File: src/hw/rtl/quaternion_multiply_rotate_top_macros.svh
// assertion macros for the quaternion multiply and rotate block
// expects clk and rst_n in the scope of each use
`ifndef QUATERNION_MULTIPLY_ROTATE_TOP_MACROS_SVH
`define QUATERNION_MULTIPLY_ROTATE_TOP_MACROS_SVH

// same-cycle implication, disabled during reset
`define QMR_ASSERT_IMPL(lbl, ante, cons) \
    lbl: assert property (@(posedge clk) disable iff (!rst_n) (ante) |-> (cons)) \
        else $error("qmr assertion failed");

// next-cycle implication, disabled during reset
`define QMR_ASSERT_NEXT(lbl, ante, cons) \
    lbl: assert property (@(posedge clk) disable iff (!rst_n) (ante) |=> (cons)) \
        else $error("qmr assertion failed");

`endif

File: src/hw/rtl/qmr_pkg.sv
// shared constants, sign table and sign functions for the quaternion multiply and rotate block
// no dependencies
`default_nettype none

package qmr_pkg;

    localparam int NUM_COMP = 4;
    localparam int NUM_STG  = 6;

    // hamilton product r[k] = sum over m of +/- p[m] * q[k ^ m]; bit m set means subtract
    localparam logic [3:0] NEG_TAB [NUM_COMP] = '{4'b1110, 4'b1000, 4'b0010, 4'b0100};

    function automatic logic mult_neg(input logic [1:0] k, input logic [1:0] m);
        return NEG_TAB[k][m];
    endfunction

    // second product against the conjugate: vector parts of the conjugate flip the sign
    function automatic logic rot_neg(input logic [1:0] k, input logic [1:0] m);
        return NEG_TAB[k][m] ^ (k != m);
    endfunction

endpackage

`default_nettype wire

File: src/hw/rtl/qmr_op_if.sv
// operand channel: op code and quaternions a and b, valid/ready handshake
// no dependencies
`default_nettype none

interface qmr_op_if #(parameter int DATA_WIDTH = 16);
    logic                         valid;
    logic                         ready;
    logic                         op;
    logic signed [DATA_WIDTH-1:0] a_w;
    logic signed [DATA_WIDTH-1:0] a_x;
    logic signed [DATA_WIDTH-1:0] a_y;
    logic signed [DATA_WIDTH-1:0] a_z;
    logic signed [DATA_WIDTH-1:0] b_w;
    logic signed [DATA_WIDTH-1:0] b_x;
    logic signed [DATA_WIDTH-1:0] b_y;
    logic signed [DATA_WIDTH-1:0] b_z;

    modport source (output valid, op, a_w, a_x, a_y, a_z, b_w, b_x, b_y, b_z,
                    input ready);
    modport sink (input valid, op, a_w, a_x, a_y, a_z, b_w, b_x, b_y, b_z,
                  output ready);
endinterface

`default_nettype wire

File: src/hw/rtl/qmr_res_if.sv
// result channel: quaternion or rotated vector plus overflow flag
// no dependencies
`default_nettype none

interface qmr_res_if #(parameter int DATA_WIDTH = 16);
    logic                         valid;
    logic                         ready;
    logic signed [DATA_WIDTH-1:0] r_w;
    logic signed [DATA_WIDTH-1:0] r_x;
    logic signed [DATA_WIDTH-1:0] r_y;
    logic signed [DATA_WIDTH-1:0] r_z;
    logic                         overflow;

    modport source (output valid, r_w, r_x, r_y, r_z, overflow, input ready);
    modport sink (input valid, r_w, r_x, r_y, r_z, overflow, output ready);
endinterface

`default_nettype wire

File: src/hw/rtl/qmr_round_sat.sv
// round half up by a fixed shift, then saturate to the output width
// no dependencies
`default_nettype none

module qmr_round_sat #(
    parameter int IW    = 34,
    parameter int OW    = 16,
    parameter int SHIFT = 14
) (
    input  logic signed [IW-1:0] value,
    output logic signed [OW-1:0] rounded,
    output logic                 sat
);

    localparam int VW = (IW + 1 > SHIFT + 2) ? IW + 1 : SHIFT + 2;
    localparam logic [VW-1:0] HALF = VW'(1) << (SHIFT - 1);
    localparam logic signed [OW-1:0] MAXV = {1'b0, {(OW - 1){1'b1}}};
    localparam logic signed [OW-1:0] MINV = {1'b1, {(OW - 1){1'b0}}};

    logic signed [VW-1:0] ext;
    logic signed [VW-1:0] biased;
    logic signed [VW-1:0] shifted;
    logic                 in_range;

    always_comb
    begin
        ext      = {{(VW - IW){value[IW-1]}}, value};
        biased   = ext + $signed(HALF);
        shifted  = biased >>> SHIFT;
        in_range = (&shifted[VW-1:OW-1]) || !(|shifted[VW-1:OW-1]);
        sat      = !in_range;
        if (in_range)
        begin
            rounded = shifted[OW-1:0];
        end
        else if (shifted[VW-1])
        begin
            rounded = MINV;
        end
        else
        begin
            rounded = MAXV;
        end
    end

endmodule

`default_nettype wire

File: src/hw/rtl/quaternion_multiply_rotate_top.sv
// top level of the quaternion multiply and rotate pipeline
// depends on qmr_pkg, qmr_op_if, qmr_res_if, qmr_round_sat and the macro header
//
// usage:
//   operands channel carries op, quaternion a and quaternion b; results channel
//   carries r_w..r_z and overflow. a transaction happens when valid and ready are high.
//   op 0 returns the hamilton product a*b, op 1 rotates (b_x, b_y, b_z) by a as
//   a*v*conj(a) with r_w fixed at zero. components round half up and saturate.
//   the operands land in the first of six register stages at the transaction edge:
//   products, first sums, split partial products for the second product,
//   recombination, second sums, rounding into the output register.
//   throughput is one transaction per cycle while results.ready stays high.
//   reset clears every stage valid bit; no result is presented afterwards until
//   operands arrive.
//   when the receiver stalls, the output register holds its result and empty stages
//   keep filling; operands.ready drops only once all six stages hold data.
`default_nettype none
`include "quaternion_multiply_rotate_top_macros.svh"

module quaternion_multiply_rotate_top
    import qmr_pkg::*;
#(
    parameter int DATA_WIDTH = 16,
    parameter int FRAC_BITS  = 14
) (
    input  logic       clk,
    input  logic       rst_n,
    qmr_op_if.sink     operands,
    qmr_res_if.source  results
);

    localparam int DW  = DATA_WIDTH;
    localparam int PW  = 2 * DW;
    localparam int TW  = 2 * DW + 2;
    localparam int HW  = DW + 2;
    localparam int HPW = HW + DW;
    localparam int LPW = 2 * DW + 1;
    localparam int UW  = 3 * DW + 2;
    localparam int RW  = 3 * DW + 4;
    localparam int NV  = NUM_COMP - 1;
    localparam logic signed [DW-1:0] MAXV = {1'b0, {(DW - 1){1'b1}}};
    localparam logic signed [DW-1:0] MINV = {1'b1, {(DW - 1){1'b0}}};

    // handshake
    logic [NUM_STG-1:0] load;
    logic [NUM_STG-1:0] vld_reg;
    logic [NUM_STG-1:0] vld_next;

    // stage 1
    logic signed [DW-1:0] a_in [NUM_COMP];
    logic signed [DW-1:0] b_in [NUM_COMP];
    logic                 op_s1_reg;
    logic signed [DW-1:0] a_s1_reg [NUM_COMP];
    logic signed [PW-1:0] prod_s1_reg [NUM_COMP][NUM_COMP];
    logic signed [PW-1:0] prod_s1_next [NUM_COMP][NUM_COMP];

    // stage 2
    logic                 op_s2_reg;
    logic signed [DW-1:0] a_s2_reg [NUM_COMP];
    logic signed [TW-1:0] t_s2_reg [NUM_COMP];
    logic signed [TW-1:0] t_s2_next [NUM_COMP];

    // stage 3
    logic                  op_s3_reg;
    logic signed [TW-1:0]  t_s3_reg [NUM_COMP];
    logic signed [HPW-1:0] hp_s3_reg [NV][NUM_COMP];
    logic signed [HPW-1:0] hp_s3_next [NV][NUM_COMP];
    logic signed [LPW-1:0] lp_s3_reg [NV][NUM_COMP];
    logic signed [LPW-1:0] lp_s3_next [NV][NUM_COMP];

    // stage 4
    logic                 op_s4_reg;
    logic signed [TW-1:0] t_s4_reg [NUM_COMP];
    logic signed [UW-1:0] u_s4_reg [NV][NUM_COMP];
    logic signed [UW-1:0] u_s4_next [NV][NUM_COMP];

    // stage 5
    logic                 op_s5_reg;
    logic signed [TW-1:0] t_s5_reg [NUM_COMP];
    logic signed [RW-1:0] r_s5_reg [NV];
    logic signed [RW-1:0] r_s5_next [NV];

    // stage 6
    logic signed [DW-1:0] mult_res [NUM_COMP];
    logic [NUM_COMP-1:0]  mult_sat;
    logic signed [DW-1:0] rot_res [NV];
    logic [NV-1:0]        rot_sat;
    logic                 op_s6_reg;
    logic signed [DW-1:0] r_s6_reg [NUM_COMP];
    logic signed [DW-1:0] r_s6_next [NUM_COMP];
    logic                 ovf_s6_reg;
    logic                 ovf_s6_next;

    // stage enables, bubbles collapse
    always_comb
    begin
        load[NUM_STG-1] = !vld_reg[NUM_STG-1] || results.ready;
        for (int k = NUM_STG - 2; k >= 0; k--)
        begin
            load[k] = !vld_reg[k] || load[k+1];
        end
        vld_next[0] = load[0] ? operands.valid : vld_reg[0];
        for (int k = 1; k < NUM_STG; k++)
        begin
            vld_next[k] = load[k] ? vld_reg[k-1] : vld_reg[k];
        end
    end

    always_ff @(posedge clk or negedge rst_n)
    begin
        if (!rst_n)
        begin
            vld_reg <= '0;
        end
        else
        begin
            vld_reg <= vld_next;
        end
    end

    assign operands.ready = load[0];

    // stage 1: all sixteen products
    always_comb
    begin
        a_in[0] = operands.a_w;
        a_in[1] = operands.a_x;
        a_in[2] = operands.a_y;
        a_in[3] = operands.a_z;
        b_in[0] = operands.op ? '0 : operands.b_w;
        b_in[1] = operands.b_x;
        b_in[2] = operands.b_y;
        b_in[3] = operands.b_z;
        for (int k = 0; k < NUM_COMP; k++)
        begin
            for (int m = 0; m < NUM_COMP; m++)
            begin
                prod_s1_next[k][m] = a_in[m] * b_in[2'(k ^ m)];
            end
        end
    end

    always_ff @(posedge clk)
    begin
        if (load[0])
        begin
            op_s1_reg   <= operands.op;
            a_s1_reg    <= a_in;
            prod_s1_reg <= prod_s1_next;
        end
    end

    // stage 2: first hamilton sums
    always_comb
    begin
        logic signed [TW-1:0] term;
        logic signed [TW-1:0] acc;
        for (int k = 0; k < NUM_COMP; k++)
        begin
            acc = '0;
            for (int m = 0; m < NUM_COMP; m++)
            begin
                term = {{(TW - PW){prod_s1_reg[k][m][PW-1]}}, prod_s1_reg[k][m]};
                if (mult_neg(2'(k), 2'(m)))
                begin
                    acc = acc - term;
                end
                else
                begin
                    acc = acc + term;
                end
            end
            t_s2_next[k] = acc;
        end
    end

    always_ff @(posedge clk)
    begin
        if (load[1])
        begin
            op_s2_reg <= op_s1_reg;
            a_s2_reg  <= a_s1_reg;
            t_s2_reg  <= t_s2_next;
        end
    end

    // stage 3: t times a, split into high and low partial products
    always_comb
    begin
        logic signed [HW-1:0] hi;
        logic signed [DW:0]   lo;
        for (int k = 1; k < NUM_COMP; k++)
        begin
            for (int m = 0; m < NUM_COMP; m++)
            begin
                hi = t_s2_reg[m][TW-1:DW];
                lo = {1'b0, t_s2_reg[m][DW-1:0]};
                hp_s3_next[k-1][m] = hi * a_s2_reg[2'(k ^ m)];
                lp_s3_next[k-1][m] = lo * a_s2_reg[2'(k ^ m)];
            end
        end
    end

    always_ff @(posedge clk)
    begin
        if (load[2])
        begin
            op_s3_reg <= op_s2_reg;
            t_s3_reg  <= t_s2_reg;
            hp_s3_reg <= hp_s3_next;
            lp_s3_reg <= lp_s3_next;
        end
    end

    // stage 4: recombine partial products
    always_comb
    begin
        for (int k = 0; k < NV; k++)
        begin
            for (int m = 0; m < NUM_COMP; m++)
            begin
                u_s4_next[k][m] = {hp_s3_reg[k][m], {DW{1'b0}}}
                                + {{(UW - LPW){lp_s3_reg[k][m][LPW-1]}}, lp_s3_reg[k][m]};
            end
        end
    end

    always_ff @(posedge clk)
    begin
        if (load[3])
        begin
            op_s4_reg <= op_s3_reg;
            t_s4_reg  <= t_s3_reg;
            u_s4_reg  <= u_s4_next;
        end
    end

    // stage 5: sums against the conjugate
    always_comb
    begin
        logic signed [RW-1:0] term;
        logic signed [RW-1:0] acc;
        for (int k = 1; k < NUM_COMP; k++)
        begin
            acc = '0;
            for (int m = 0; m < NUM_COMP; m++)
            begin
                term = {{(RW - UW){u_s4_reg[k-1][m][UW-1]}}, u_s4_reg[k-1][m]};
                if (rot_neg(2'(k), 2'(m)))
                begin
                    acc = acc - term;
                end
                else
                begin
                    acc = acc + term;
                end
            end
            r_s5_next[k-1] = acc;
        end
    end

    always_ff @(posedge clk)
    begin
        if (load[4])
        begin
            op_s5_reg <= op_s4_reg;
            t_s5_reg  <= t_s4_reg;
            r_s5_reg  <= r_s5_next;
        end
    end

    // stage 6: round, saturate, select
    genvar g;
    generate
        for (g = 0; g < NUM_COMP; g++)
        begin : g_mult
            qmr_round_sat #(
                .IW    (TW),
                .OW    (DW),
                .SHIFT (FRAC_BITS)
            ) u_mult_rs (
                .value   (t_s5_reg[g]),
                .rounded (mult_res[g]),
                .sat     (mult_sat[g])
            );
        end
        for (g = 0; g < NV; g++)
        begin : g_rot
            qmr_round_sat #(
                .IW    (RW),
                .OW    (DW),
                .SHIFT (2 * FRAC_BITS)
            ) u_rot_rs (
                .value   (r_s5_reg[g]),
                .rounded (rot_res[g]),
                .sat     (rot_sat[g])
            );
        end
    endgenerate

    always_comb
    begin
        if (op_s5_reg)
        begin
            r_s6_next[0] = '0;
            for (int k = 1; k < NUM_COMP; k++)
            begin
                r_s6_next[k] = rot_res[k-1];
            end
            ovf_s6_next = |rot_sat;
        end
        else
        begin
            r_s6_next   = mult_res;
            ovf_s6_next = |mult_sat;
        end
    end

    always_ff @(posedge clk)
    begin
        if (load[5])
        begin
            op_s6_reg  <= op_s5_reg;
            r_s6_reg   <= r_s6_next;
            ovf_s6_reg <= ovf_s6_next;
        end
    end

    assign results.valid    = vld_reg[NUM_STG-1];
    assign results.r_w      = r_s6_reg[0];
    assign results.r_x      = r_s6_reg[1];
    assign results.r_y      = r_s6_reg[2];
    assign results.r_z      = r_s6_reg[3];
    assign results.overflow = ovf_s6_reg;

    `QMR_ASSERT_NEXT(a_accept_fills_first, operands.valid && operands.ready, vld_reg[0])
    `QMR_ASSERT_IMPL(a_empty_out_ready, !results.valid, operands.ready)
    `QMR_ASSERT_IMPL(a_rot_w_zero, results.valid && op_s6_reg, results.r_w == '0)
    `QMR_ASSERT_IMPL(a_ovf_at_bound, results.valid && results.overflow,
        results.r_w == MAXV || results.r_w == MINV || results.r_x == MAXV ||
        results.r_x == MINV || results.r_y == MAXV || results.r_y == MINV ||
        results.r_z == MAXV || results.r_z == MINV)

endmodule

`default_nettype wire

File: src/flat_wrapper.sv
// flat-port wrapper written by rule: the top's interface ports become plain ports
module quaternion_multiply_rotate_top_flat import qmr_pkg::*;
#(
    parameter int DATA_WIDTH = 16,
    parameter int FRAC_BITS  = 14
)
  (clk, rst_n, operands_valid, operands_op, operands_a_w, operands_a_x, operands_a_y, operands_a_z, operands_b_w, operands_b_x, operands_b_y, operands_b_z, operands_ready, results_valid, results_r_w, results_r_x, results_r_y, results_r_z, results_overflow, results_ready);
  qmr_op_if #(.DATA_WIDTH(DATA_WIDTH)) operands_i ();
  qmr_res_if #(.DATA_WIDTH(DATA_WIDTH)) results_i ();
  input  logic clk;
  input  logic rst_n;
  input wire logic [$bits(operands_i.valid)-1:0] operands_valid;
  input wire logic [$bits(operands_i.op)-1:0] operands_op;
  input wire logic [$bits(operands_i.a_w)-1:0] operands_a_w;
  input wire logic [$bits(operands_i.a_x)-1:0] operands_a_x;
  input wire logic [$bits(operands_i.a_y)-1:0] operands_a_y;
  input wire logic [$bits(operands_i.a_z)-1:0] operands_a_z;
  input wire logic [$bits(operands_i.b_w)-1:0] operands_b_w;
  input wire logic [$bits(operands_i.b_x)-1:0] operands_b_x;
  input wire logic [$bits(operands_i.b_y)-1:0] operands_b_y;
  input wire logic [$bits(operands_i.b_z)-1:0] operands_b_z;
  output wire logic [$bits(operands_i.ready)-1:0] operands_ready;
  output wire logic [$bits(results_i.valid)-1:0] results_valid;
  output wire logic [$bits(results_i.r_w)-1:0] results_r_w;
  output wire logic [$bits(results_i.r_x)-1:0] results_r_x;
  output wire logic [$bits(results_i.r_y)-1:0] results_r_y;
  output wire logic [$bits(results_i.r_z)-1:0] results_r_z;
  output wire logic [$bits(results_i.overflow)-1:0] results_overflow;
  input wire logic [$bits(results_i.ready)-1:0] results_ready;
  assign operands_i.valid = operands_valid;
  assign operands_i.op = operands_op;
  assign operands_i.a_w = operands_a_w;
  assign operands_i.a_x = operands_a_x;
  assign operands_i.a_y = operands_a_y;
  assign operands_i.a_z = operands_a_z;
  assign operands_i.b_w = operands_b_w;
  assign operands_i.b_x = operands_b_x;
  assign operands_i.b_y = operands_b_y;
  assign operands_i.b_z = operands_b_z;
  assign operands_ready = operands_i.ready;
  assign results_valid = results_i.valid;
  assign results_r_w = results_i.r_w;
  assign results_r_x = results_i.r_x;
  assign results_r_y = results_i.r_y;
  assign results_r_z = results_i.r_z;
  assign results_overflow = results_i.overflow;
  assign results_i.ready = results_ready;
  quaternion_multiply_rotate_top #(.DATA_WIDTH(DATA_WIDTH), .FRAC_BITS(FRAC_BITS)) u_core (.clk(clk), .rst_n(rst_n), .operands(operands_i), .results(results_i));
endmodule
File: config.mk
export PLATFORM = sky130hd
export DESIGN_NAME = quaternion_multiply_rotate_top_flat
export DESIGN_NICKNAME = d
export VERILOG_FILES = /design/src/hw/rtl/qmr_pkg.sv /design/src/hw/rtl/qmr_op_if.sv /design/src/hw/rtl/qmr_res_if.sv /design/src/hw/rtl/qmr_round_sat.sv /design/src/hw/rtl/quaternion_multiply_rotate_top.sv /design/src/flat_wrapper.sv
export VERILOG_INCLUDE_DIRS = /design/src /design/src/hw/rtl
export SDC_FILE = /design/constraint.sdc
export NUM_CORES = 1
export LEC_CHECK = 0
export ABC_AREA = 1
export BUFFER_PORTS_ARGS = -buffer_cell sky130_fd_sc_hd__buf_2
export CAP_MARGIN = 15
export CORE_AREA = 2 2 77 79
export CTS_CLUSTER_DIAMETER = 50
export DETAILED_ROUTE_END_ITERATION = 7
export DIE_AREA = 0 0 79 81
export SYNTH_ARGS = -nofsm -noshare
export SYNTH_HDL_FRONTEND = slang
export SYNTH_SLANG_ARGS = --single-unit
File: constraint.sdc
create_clock -name clk -period 2.35 [get_ports clk]
set_clock_uncertainty 0.1 [all_clocks]
set_input_delay 0 -clock clk [delete_from_list [all_inputs] [get_ports clk]]
set_output_delay 0 -clock clk [all_outputs]
set_load 0.1 [all_outputs]
==> reports/metrics.json <==
{
  "global_routing": {
    "first_global_vias": 240,
    "global_route_wire_length_before_repair_microns": 1000,
    "initial_antenna_violation_count": 0,
    "total_global_routing_overflow": 0,
    "globalRouteTotalUtil_pct": 2.20,
    "maximum_number_of_pins_on_one_net_before_global_route_repair": 7
  },
  "clocking": {
    "post-cts-setup-buffer-count": 0,
    "cts.root.buffer_cell": "sky130_fd_sc_hd__clkbuf_8",
    "cts_sinks": 6,
    "clk_latency_ns": 0.23,
    "cts_buffers": 3,
    "tritoncts": "yes",
    "clkSlewWorstSetupHoldPaths_ns": 0.04,
    "h_tree_levels": 1,
    "clock_path_buffers": 2
  },
  "synth": {
    "synth-warning-count": 0,
    "synthesis.area_sq_um": 749,
    "synth.ff_latch_count": 6,
    "synth_top_area_share_pct": 65.1,
    "synth_cell_types": 13,
    "synth_top_cell_by_area": "sky130_fd_sc_hd__buf_4",
    "post_synth_main_area_contributors": "sky130_fd_sc_hd__buf_4 (65%), sky130_fd_sc_hd__dfrtp_1 (20%), sky130_fd_sc_hd__nand4_4 (2.8%)",
    "netlist_instances": 88,
    "synth.avg_cell_area_sq_um": 8.52,
    "ys_seq_area_share_pct": 20.0
  },
  "layout": {
    "post_route_cells_drive_above_1_share_pct": 15.3,
    "seqCellArea_sq_um": 150,
    "num_antenna_cells": 0,
    "final_cell_mix": "sky130_fd_sc_hd__conb_1 (65), sky130_fd_sc_hd__dfrtp_1 (6), sky130_fd_sc_hd__inv_1 (5), sky130_fd_sc_hd__buf_2 (5)",
    "n_fill_cell": 675,
    "multi_input_area_sq_um": 329,
    "synthToLayoutAreaGrowth_pct": -7.68,
    "instances_no_fill": 173,
    "layout.nets": 233,
    "largest_reg_flops": 6,
    "mostFrequentLayoutCell": "sky130_fd_sc_hd__conb_1"
  },
  "job": {
    "maxCapViolCount": 0
  },
  "worst_setup_path": {
    "crit_top_cell": "sky130_fd_sc_hd__buf_2",
    "crit_chain": "dlygate4sd3_1 -> buf_2 -> inv_1 -> nand3_2 -> nor2_4 -> nand4_4 -> buf_2",
    "critPathLaunchType": "input port",
    "critical_path_required_time_ns": 2.25,
    "worst_setup_path_end_kind": "primary output",
    "critPathCapture": "operands_ready",
    "critical_path_depth": 7,
    "timing.rr.start": "u_core.vld_reg[5]$_DFFE_PN0P_",
    "cpLargestDelayFamily": "buffers and inverters",
    "setup.worst_path.start": "results_ready",
    "worst-r2r-cell-count": 4,
    "reg2reg_to": "u_core.vld_reg[2]$_DFFE_PN0P_",
    "cp_data_arrival_time_ns": 1.36,
    "ff2ff_setup_slack_ns": 1.38,
    "timing.critical_path.buf_inv": 4,
    "timing.setup.critical_path_class": "input port to primary output",
    "crit_path_top_delay_cell": "sky130_fd_sc_hd__dlygate4sd3_1",
    "path_max_fanout": 3,
    "critical_path.max_stage_delay_ns": 0.53
  },
  "detailed_routing": {
    "post_drt_via_cell_ratio": 2.07,
    "drcViolationCount": 0,
    "first_pass_iters": 2,
    "final_antenna_net_count": 0,
    "drtIter0Drc": 1,
    "total_routed_wirelength_microns": 758,
    "wl_per_cell_microns": 4.38,
    "via_count": 358
  },
  "timing": {
    "report.final.hold_viol_count": 0,
    "setup_violations": 0,
    "fmax_mhz": 685,
    "setup-tns-final_ns": 0,
    "rsz0062_at_grt": "false",
    "drv_slew": 0,
    "final.min_clock_period_ns": 1.46,
    "min_period_over_period_pct": 62.1
  },
  "pwr": {
    "peakVddDrop_uv": 412,
    "power_per_cell_area_nw_per_um2": 1160,
    "leakage_nw": 0.389
  },
  "floorplan": {
    "floorplan.initialDensity_pct": 13.2,
    "floorplan_core_area_sq_um": 5680,
    "num_io_pins": 200,
    "rows": 28,
    "fp.dieArea_sq_um": 6400,
    "die-width_microns": 79,
    "fp.dieH_microns": 81
  },
  "place": {
    "dp_hpwl_microns": 613,
    "numPlacedInstances": 167,
    "input_output_buffers": 5,
    "finalWeightedCongestion": 0.581
  },
  "hold_path": {
    "hp-class": "input port to async pin"
  },
  "outcome": {
    "outcome": "complete, no violations"
  }
}
-- how the worst min path moves through the flow --
stage / startpoint / endpoint / cells after the start
after detailed placement: rst_n / u_core.vld_reg[5]$_DFFE_PN0P_ / 1
after floorplan: rst_n / u_core.vld_reg[0]$_DFFE_PN0P_ / 0
after global placement: rst_n / u_core.vld_reg[5]$_DFFE_PN0P_ / 1
after CTS: rst_n / u_core.vld_reg[0]$_DFFE_PN0P_ / 2
after global routing: rst_n / u_core.vld_reg[4]$_DFFE_PN0P_ / 2
final: rst_n / u_core.vld_reg[4]$_DFFE_PN0P_ / 2
-- routing by layer --
layer  wire length, microns  vias to the layer above  global-route usage [%]
met5                      0                        -                       0
met4                     38                        0                    3.10
met3                    192                        5                   0.333
met2                    343                       55                    3.98
met1                    185                      143                    1.74
li1                       -                      155                       -
-- power by group --
part           total, W  internal, W  switching (W)  leakage, nW
Combinational  0.000518    0.0000213       0.000497        0.305
Clock          0.000156     0.000110      0.0000457       0.0216
Sequential     0.000132     0.000118      0.0000137       0.0624
-- synthesized netlist by cell type, drive strengths merged --
cell / count
inv: 6
conb: 1
a21o: 1
nor2: 1
nand4: 1
dfrtp: 6
o21bai: 1
buf: 65
nand3: 2
nand2: 4
-- logic make-up after synthesis --
logic type             after synthesis  synth area share [%]
AND/OR/NAND/NOR                      8                  8.68
flip-flops                           6                  20.0
AO/OA/AOI/OAI                        2                  2.67
other                                1                 0.500
buffers and inverters               71                  68.1
-- per-stage QoR --
| step | util, % | cell area, sq um | hold slack, ns | total power, W | setup slack (ns) |
|---|---|---|---|---|---|
| 2_1_floorplan | - | 990 | -0.396 | 0.000716 | 0.380 |
| 3_3_place_gp | 10.9 | 621 | -0.269 | 0.000642 | 1.22 |
| 3_5_place_dp | 10.9 | 621 | -0.267 | 0.000646 | 1.21 |
| 4_1_cts | 12.2 | 692 | 0.0180 | 0.000813 | 0.891 |
| 5_1_grt | 12.2 | 692 | 0.0500 | 0.000832 | 0.805 |
| 6_report | 12.2 | 692 | 0.0301 | 0.000806 | 0.890 |
-- what timing repair did --
item                       CTS  global route
setup endpoints to repair    0             0
hold buffers                 3             0
gates resized for setup      0             0
hold endpoints to repair     9             0
-- area by class of cell --
type	instances	area share (%)
Multi-Input combinational cell	75	47.6
Timing Repair Buffer	8	7.96
Clock buffer	3	5.97
Inverter	6	3.25
Sequential cell	6	21.7
Tap cell	75	13.6
Power figures use the tool's default switching activity.
